===== src/sv/spq_pkg.sv =====
package spq_pkg;

	// operation codes of a request item
	localparam logic [1:0] OP_INSERT   = 2'd0;
	localparam logic [1:0] OP_REMOVE   = 2'd1;
	localparam logic [1:0] OP_POP_HEAD = 2'd2;
	localparam logic [1:0] OP_POP_TAIL = 2'd3;

	// status codes of a response item
	localparam logic [1:0] ST_OK        = 2'd0;
	localparam logic [1:0] ST_FULL      = 2'd1;
	localparam logic [1:0] ST_NOT_FOUND = 2'd2;
	localparam logic [1:0] ST_EMPTY     = 2'd3;

	// fixed field widths
	localparam int ID_W    = 8;
	localparam int PRI_W   = 8;
	localparam int AGE_W   = 16;
	localparam int OP_W    = 2;
	localparam int COUNT_W = 5;
	localparam int STAT_W  = 2;

	typedef struct packed {
		logic [ID_W-1:0]  id;
		logic [PRI_W-1:0] pri;
		logic [AGE_W-1:0] age;
	} entry_t;

	typedef struct packed {
		logic   valid;
		entry_t e;
	} slot_t;

	// what a cell shows its neighbours
	typedef struct packed {
		slot_t s;
		logic  beats;
		logic  found;
	} link_t;

	// operation broadcast to every cell
	typedef struct packed {
		logic   ins;
		logic   shl;
		logic   all;
		logic   tail;
		entry_t item;
	} cmd_t;

endpackage


===== src/sv/spq_if.sv =====
interface spq_req_if;
	logic        valid;
	logic        ready;
	logic [1:0]  operation;
	logic [7:0]  item_id;
	logic [7:0]  priority_req;
	logic [15:0] age;

	modport source (output valid, output operation, output item_id, output priority_req,
		output age, input ready);
	modport sink (input valid, input operation, input item_id, input priority_req,
		input age, output ready);
endinterface

interface spq_rsp_if;
	logic       valid;
	logic       ready;
	logic       head_valid;
	logic [7:0] head_id;
	logic [4:0] entry_count;
	logic [1:0] status;

	modport source (output valid, output head_valid, output head_id, output entry_count,
		output status, input ready);
	modport sink (input valid, input head_valid, input head_id, input entry_count,
		input status, output ready);
endinterface


===== src/sv/spq_cell.sv =====
module spq_cell (
	input  logic            clk,
	input  logic            arst_n,
	input  spq_pkg::cmd_t   cmd,
	input  spq_pkg::link_t  left,
	input  spq_pkg::link_t  right,
	output spq_pkg::link_t  here,
	output spq_pkg::slot_t  nxt
);

	spq_pkg::entry_t entry_q;
	logic            valid_q;
	logic            beats;
	logic            match;
	logic            shift;

	// new item goes in front of this slot (strictly higher key, or slot empty)
	assign beats = !valid_q || (entry_q.pri < cmd.item.pri) ||
		((entry_q.pri == cmd.item.pri) && (entry_q.age < cmd.item.age));
	assign match = valid_q && (entry_q.id == cmd.item.id);
	assign shift = cmd.all || left.found || match;

	assign here.s.valid = valid_q;
	assign here.s.e     = entry_q;
	assign here.beats   = beats;
	assign here.found   = left.found || match;

	always_comb begin
		nxt.valid = valid_q;
		nxt.e     = entry_q;
		if (cmd.ins) begin
			nxt.valid = valid_q || left.s.valid;
			if (beats && !left.beats) begin
				nxt.e = cmd.item;
			end else if (beats) begin
				nxt.e = left.s.e;
			end
		end else if (cmd.shl) begin
			if (shift) begin
				nxt.valid = right.s.valid;
				nxt.e     = right.s.e;
			end
		end else if (cmd.tail) begin
			nxt.valid = valid_q && right.s.valid;
		end
	end

	always_ff @(posedge clk or negedge arst_n) begin
		if (!arst_n) begin
			valid_q <= 1'b0;
		end else begin
			valid_q <= nxt.valid;
		end
	end

	always_ff @(posedge clk) begin
		entry_q <= nxt.e;
	end

endmodule


===== src/sv/sorted_priority_queue.sv =====
// Sorted priority queue of up to DEPTH entries, each an id, a priority and an
// age, held in a row of DEPTH cells in order of priority descending, then age
// descending; an entry inserted with a key equal to stored ones goes behind
// them. Operations: insert, remove the first entry with a given id, pop the
// head, pop the tail. Every request item gives exactly one response item with
// the head id, the entry count (low five bits) and a status. The operation is
// broadcast to all cells, which compare and shift against their neighbours in
// the same cycle, so one request can be taken every cycle; the response sits
// in an output register, and a new request is taken whenever that register is
// empty or being drained in the same cycle.
// No clearing pass is needed after reset.
module sorted_priority_queue #(
	parameter int DEPTH = 16
) (
	input  logic         clk,
	input  logic         arst_n,
	spq_req_if.sink      req,
	spq_rsp_if.source    rsp
);

	localparam int CNT_W  = $clog2(DEPTH + 1);
	localparam int OUT_CW = spq_pkg::COUNT_W;

	spq_pkg::link_t  chain [DEPTH];
	spq_pkg::slot_t  nxt   [DEPTH];
	spq_pkg::link_t  left_edge;
	spq_pkg::link_t  right_edge;
	spq_pkg::cmd_t   cmd;

	logic             acc;
	logic             full;
	logic             empty;
	logic             found_any;
	logic [1:0]       status_nxt;
	logic [CNT_W-1:0] count_q;
	logic [CNT_W-1:0] count_nxt;

	logic                    rsp_valid_q;
	logic                    head_valid_q;
	logic [7:0]              head_id_q;
	logic [OUT_CW-1:0]       count_out_q;
	logic [1:0]              status_q;

	// output register free or being drained this cycle
	assign req.ready = !rsp_valid_q || rsp.ready;
	assign acc       = req.valid && req.ready;

	// occupancy is read off the ends of the row
	assign full      = chain[DEPTH-1].s.valid;
	assign empty     = !chain[0].s.valid;
	assign found_any = chain[DEPTH-1].found;

	// row ends: nothing beats or matches ahead of the head, nothing behind the tail
	assign left_edge.s.valid  = 1'b1;
	assign left_edge.s.e      = '0;
	assign left_edge.beats    = 1'b0;
	assign left_edge.found    = 1'b0;
	assign right_edge.s.valid = 1'b0;
	assign right_edge.s.e     = '0;
	assign right_edge.beats   = 1'b1;
	assign right_edge.found   = 1'b0;

	assign cmd.item.id  = req.item_id;
	assign cmd.item.pri = req.priority_req;
	assign cmd.item.age = req.age;

	// decode the request; dropped or flagged operations leave the row alone
	always_comb begin
		cmd.ins    = 1'b0;
		cmd.shl    = 1'b0;
		cmd.all    = 1'b0;
		cmd.tail   = 1'b0;
		status_nxt = spq_pkg::ST_OK;
		unique case (req.operation)
			spq_pkg::OP_INSERT: begin
				cmd.ins    = acc && !full;
				status_nxt = full ? spq_pkg::ST_FULL : spq_pkg::ST_OK;
			end
			spq_pkg::OP_REMOVE: begin
				cmd.shl    = acc && found_any;
				status_nxt = found_any ? spq_pkg::ST_OK : spq_pkg::ST_NOT_FOUND;
			end
			spq_pkg::OP_POP_HEAD: begin
				cmd.shl    = acc && !empty;
				cmd.all    = 1'b1;
				status_nxt = empty ? spq_pkg::ST_EMPTY : spq_pkg::ST_OK;
			end
			spq_pkg::OP_POP_TAIL: begin
				cmd.tail   = acc && !empty;
				status_nxt = empty ? spq_pkg::ST_EMPTY : spq_pkg::ST_OK;
			end
			default: begin
				status_nxt = spq_pkg::ST_OK;
			end
		endcase
	end

	// the row of cells, each linked to both neighbours
	for (genvar i = 0; i < DEPTH; i++) begin : g_cell
		spq_pkg::link_t lft;
		spq_pkg::link_t rgt;
		if (i == 0) begin : g_first
			assign lft = left_edge;
		end else begin : g_mid_l
			assign lft = chain[i-1];
		end
		if (i == DEPTH - 1) begin : g_last
			assign rgt = right_edge;
		end else begin : g_mid_r
			assign rgt = chain[i+1];
		end
		spq_cell u_cell (
			.clk    (clk),
			.arst_n (arst_n),
			.cmd    (cmd),
			.left   (lft),
			.right  (rgt),
			.here   (chain[i]),
			.nxt    (nxt[i])
		);
	end

	// entry count follows the row, one up or one down
	always_comb begin
		count_nxt = count_q;
		if (cmd.ins) begin
			count_nxt = count_q + CNT_W'(1);
		end else if (cmd.shl || cmd.tail) begin
			count_nxt = count_q - CNT_W'(1);
		end
	end

	always_ff @(posedge clk or negedge arst_n) begin
		if (!arst_n) begin
			count_q     <= '0;
			rsp_valid_q <= 1'b0;
		end else begin
			count_q <= count_nxt;
			if (acc) begin
				rsp_valid_q <= 1'b1;
			end else if (rsp.ready) begin
				rsp_valid_q <= 1'b0;
			end
		end
	end

	// response item shows the row as it stands after the operation
	always_ff @(posedge clk) begin
		if (acc) begin
			head_valid_q <= nxt[0].valid;
			head_id_q    <= nxt[0].valid ? nxt[0].e.id : '0;
			count_out_q  <= OUT_CW'(count_nxt);
			status_q     <= status_nxt;
		end
	end

	assign rsp.valid       = rsp_valid_q;
	assign rsp.head_valid  = head_valid_q;
	assign rsp.head_id     = head_id_q;
	assign rsp.entry_count = count_out_q;
	assign rsp.status      = status_q;

endmodule


===== src/flat_wrapper.sv =====
// flat-port wrapper written by rule: the top's interface ports become plain ports
module sorted_priority_queue_flat 
#(
	parameter int DEPTH = 16
)
  (clk, arst_n, req_valid, req_operation, req_item_id, req_priority_req, req_age, req_ready, rsp_valid, rsp_head_valid, rsp_head_id, rsp_entry_count, rsp_status, rsp_ready);
  spq_req_if req_i ();
  spq_rsp_if rsp_i ();
  input  logic clk;
  input  logic arst_n;
  input wire logic [$bits(req_i.valid)-1:0] req_valid;
  input wire logic [$bits(req_i.operation)-1:0] req_operation;
  input wire logic [$bits(req_i.item_id)-1:0] req_item_id;
  input wire logic [$bits(req_i.priority_req)-1:0] req_priority_req;
  input wire logic [$bits(req_i.age)-1:0] req_age;
  output wire logic [$bits(req_i.ready)-1:0] req_ready;
  output wire logic [$bits(rsp_i.valid)-1:0] rsp_valid;
  output wire logic [$bits(rsp_i.head_valid)-1:0] rsp_head_valid;
  output wire logic [$bits(rsp_i.head_id)-1:0] rsp_head_id;
  output wire logic [$bits(rsp_i.entry_count)-1:0] rsp_entry_count;
  output wire logic [$bits(rsp_i.status)-1:0] rsp_status;
  input wire logic [$bits(rsp_i.ready)-1:0] rsp_ready;
  assign req_i.valid = req_valid;
  assign req_i.operation = req_operation;
  assign req_i.item_id = req_item_id;
  assign req_i.priority_req = req_priority_req;
  assign req_i.age = req_age;
  assign req_ready = req_i.ready;
  assign rsp_valid = rsp_i.valid;
  assign rsp_head_valid = rsp_i.head_valid;
  assign rsp_head_id = rsp_i.head_id;
  assign rsp_entry_count = rsp_i.entry_count;
  assign rsp_status = rsp_i.status;
  assign rsp_i.ready = rsp_ready;
  sorted_priority_queue #(.DEPTH(DEPTH)) u_core (.clk(clk), .arst_n(arst_n), .req(req_i), .rsp(rsp_i));
endmodule

===== config.mk =====
export PLATFORM = sky130hd
export DESIGN_NAME = sorted_priority_queue_flat
export DESIGN_NICKNAME = d
export VERILOG_FILES = /design/src/sv/spq_pkg.sv /design/src/sv/spq_if.sv /design/src/sv/spq_cell.sv /design/src/sv/sorted_priority_queue.sv /design/src/flat_wrapper.sv
export SDC_FILE = /design/constraint.sdc
export NUM_CORES = 2
export LEC_CHECK = 0
export BUFFER_PORTS_ARGS = -buffer_cell sky130_fd_sc_hd__buf_2
export CAP_MARGIN = 20
export CORE_UTILIZATION = 35
export DETAILED_ROUTE_END_ITERATION = 12
export REMOVE_ABC_BUFFERS = 1
export SLEW_MARGIN = 20
export SYNTH_ARGS = -nofsm -noshare
export SYNTH_HDL_FRONTEND = slang
export SYNTH_HIERARCHICAL = 1
export SYNTH_SLANG_ARGS = --single-unit

===== constraint.sdc =====
create_clock -name clk -period 12.2 [get_ports clk]
set_input_delay 0.61 -clock clk [delete_from_list [all_inputs] [get_ports clk]]
set_output_delay 0.61 -clock clk [all_outputs]
set_load 0.1 [all_outputs]

==> results.cfg <==
[status]
outcome = finished clean

[cells_and_area]
most_common_cell_after_layout_fill_and_taps_aside = sky130_fd_sc_hd__dfxtp_1
diodes_inserted = 0
layout.nets = 5486
stdcell_count = 6868
fillers = 13100
syn2layout_area_growth_pct = 7.17
drive_gt1_share_pct = 11.6
layout_common_cells = sky130_fd_sc_hd__dfxtp_1, sky130_fd_sc_hd__mux2i_1, sky130_fd_sc_hd__inv_1

[synth]
netlist_area_um2 = 45800
gate_count_of_the_mapped_netlist = 5199
synth.avg_cell_area_um2 = 8.81
synth_warn = 6

[grt]
antenna_found_initial = 0
overflow_left_after_global_routing = 0
maximum_number_of_pins_on_one_net_before_global_route_repair = 207
grt_pass1_wl_um = 214000
vias_in_the_first_global_route = 36600
gr-usage-all-layers_pct = 19.8

[floorplan]
die_w_um = 364
top_level_ports = 56
die_area_um2 = 132000
die_height_um = 364
placeableCoreArea_um2 = 130000
start_util_pct = 35.3
core.rowCount = 132

[cts]
clkSlewWorstSetupHoldPaths_ns = 0.06
tritoncts = done
cts-htree-levels = 3
cts.root.buffer_cell = sky130_fd_sc_hd__clkbuf_16
clock-sinks = 550
postCtsSetupBuffers = 0
holdBufCountCts = 0
cts_resized = 0
clock_path_buffers = 3
clkLatencyLatePin_ns = 0.64
cts-buffers-inserted = 67

[timing]
hold_violations = 0
rsz0062_at_grt = false
tightestPinTransition_ns = 1.11
timing.final.max_slew_violations = 0
slew_headroom_pct = 25.2
fin_worst_skew_ns = 0.0305
finalWorstPathRequiredPeriod_ns = 7.19
hold-worst-slack_ns = 0.0692
fin_crit_sh_pct = 58.9
totalNegativeSetupSlack_ns = 0
setup_violations = 0
timing.fmax_mhz = 139

[setup_path]
worstPathRequired_ns = 12.59
setup.worst_path.end_class = register
rr_endpoint = u_core/rsp.head_id[5]
critical_path.most_common_cell = sky130_fd_sc_hd__o31ai_1
worstSetupPathType = input port to register
crit_fanout = 57
reg2regPathDepth = 34
slowest_stage = sky130_fd_sc_hd__buf_2
rr_startpoint = u_core/g_cell[0].u_cell/valid_q
cpPeakStageDelay_ns = 0.61
crit_arrival_ns = 7.58
critical_path.startpoint_type = input port
worst-r2r-setup-slack_ns = 5.25

[route]
total_via_count_in_the_routed_design = 38700
first_pass_iters = 5
wire_per_inst_um = 19.6
drt_iter0_markers = 3052
drtAntennaViolNets = 0
via_per_inst = 5.63
drcViolationCount = 0
routed_wl_um = 134000

[pwr]
power.leakage_uw = 0.0213
power_switching_share_pct = 46.5
total_switching_power_uw = 6110
peakVddDrop_mv = 0.185
power.internal_uw = 7040
clock_power_share_pct = 15.2
power.sequential.fraction_pct = 31.8
powerDensity_nw_per_um2 = 268
share_comb_of_total_power_pct = 52.9

[worst_hold_path]
hold_path.class = input port to async pin

[place]
place_hpwl_um = 93400
place.detailed.instances = 6746
routability_cong = 0.845
buffer_ports.inserted = 55

[job]
max_cap_viol_count = 0
## critical path, delay by kind of cell
kind | cells | cell delay (ns)
simple gates | 10 | 2.92
mux | 1 | 0.36
xor+xnor | 1 | 0.16
compound gates | 13 | 1.79
buf+inv | 11 | 1.71
## worst max path at each step
stage	slack, ns	endpoint	from	cells past startpoint
after floorplan	-1.63	u_core/g_cell[3].u_cell/here[10]	u_core/rsp.valid	6
after global routing	4.51	u_core/rsp.head_id[5]	req_item_id[3]	36
after CTS	5.08	u_core/rsp.head_id[5]	req_item_id[3]	36
final	5.01	u_core/rsp.head_id[5]	req_item_id[3]	36
after detailed placement	4.40	u_core/rsp.head_id[5]	req_item_id[3]	36
after global placement	4.40	u_core/rsp.head_id[5]	req_item_id[3]	36
## state kept, by name (all words and copies together), names as in the netlist
name and flops:
u_core/g_cell.u_cell/here 512, u_core/g_cell.u_cell/valid_q 16, u_core/rsp.head_id 8, u_core/count_q 5, u_core/rsp.entry_count 5, u_core/rsp.status 2
u_core/rsp.head_valid 1, u_core/rsp.valid 1
## metal layers
metal / track usage [%] / vias up / routed length [um]
met3: 2.19 / 155 / 6760
met1: 29.7 / 18500 / 67900
met2: 29.6 / 977 / 57000
met4: 5.25 / 0 / 2660
li1: - / 19100 / -
met5: 0 / - / 0
## metrics by stage
stage	instance area, um^2	worst slack, ns	total power (uW)	utilization [%]
after global routing	49100	4.51	14100	37.9
final	49100	5.01	13100	37.9
after floorplan	43700	-1.63	9210	-
after CTS	49000	5.08	13100	37.8
after detailed placement	46900	4.40	11000	36.2
after global placement	46900	4.40	10900	36.2
## final cells by class
cell class                      instances  area, um^2  area share [%]
Clock buffer                          101        1970            4.01
Clock inverter                         20         159           0.324
Inverter                              431        1630            3.31
Multi-Input combinational cell       3894       31000            63.1
Sequential cell                       550       11300            23.0
Tap cell                             1742        2180            4.44
Timing Repair Buffer                  130         875            1.78
## power by group through the flow
stage	clock network, uW	registers (uW)	logic, uW
6_report	2000	4190	6960
5_1_grt	2120	4330	7690
4_1_cts	2050	4160	6880
3_5_place_dp	0	4200	6830
3_3_place_gp	0	4160	6710
2_1_floorplan	0	3680	5530
(Power assumes the default switching activity.)
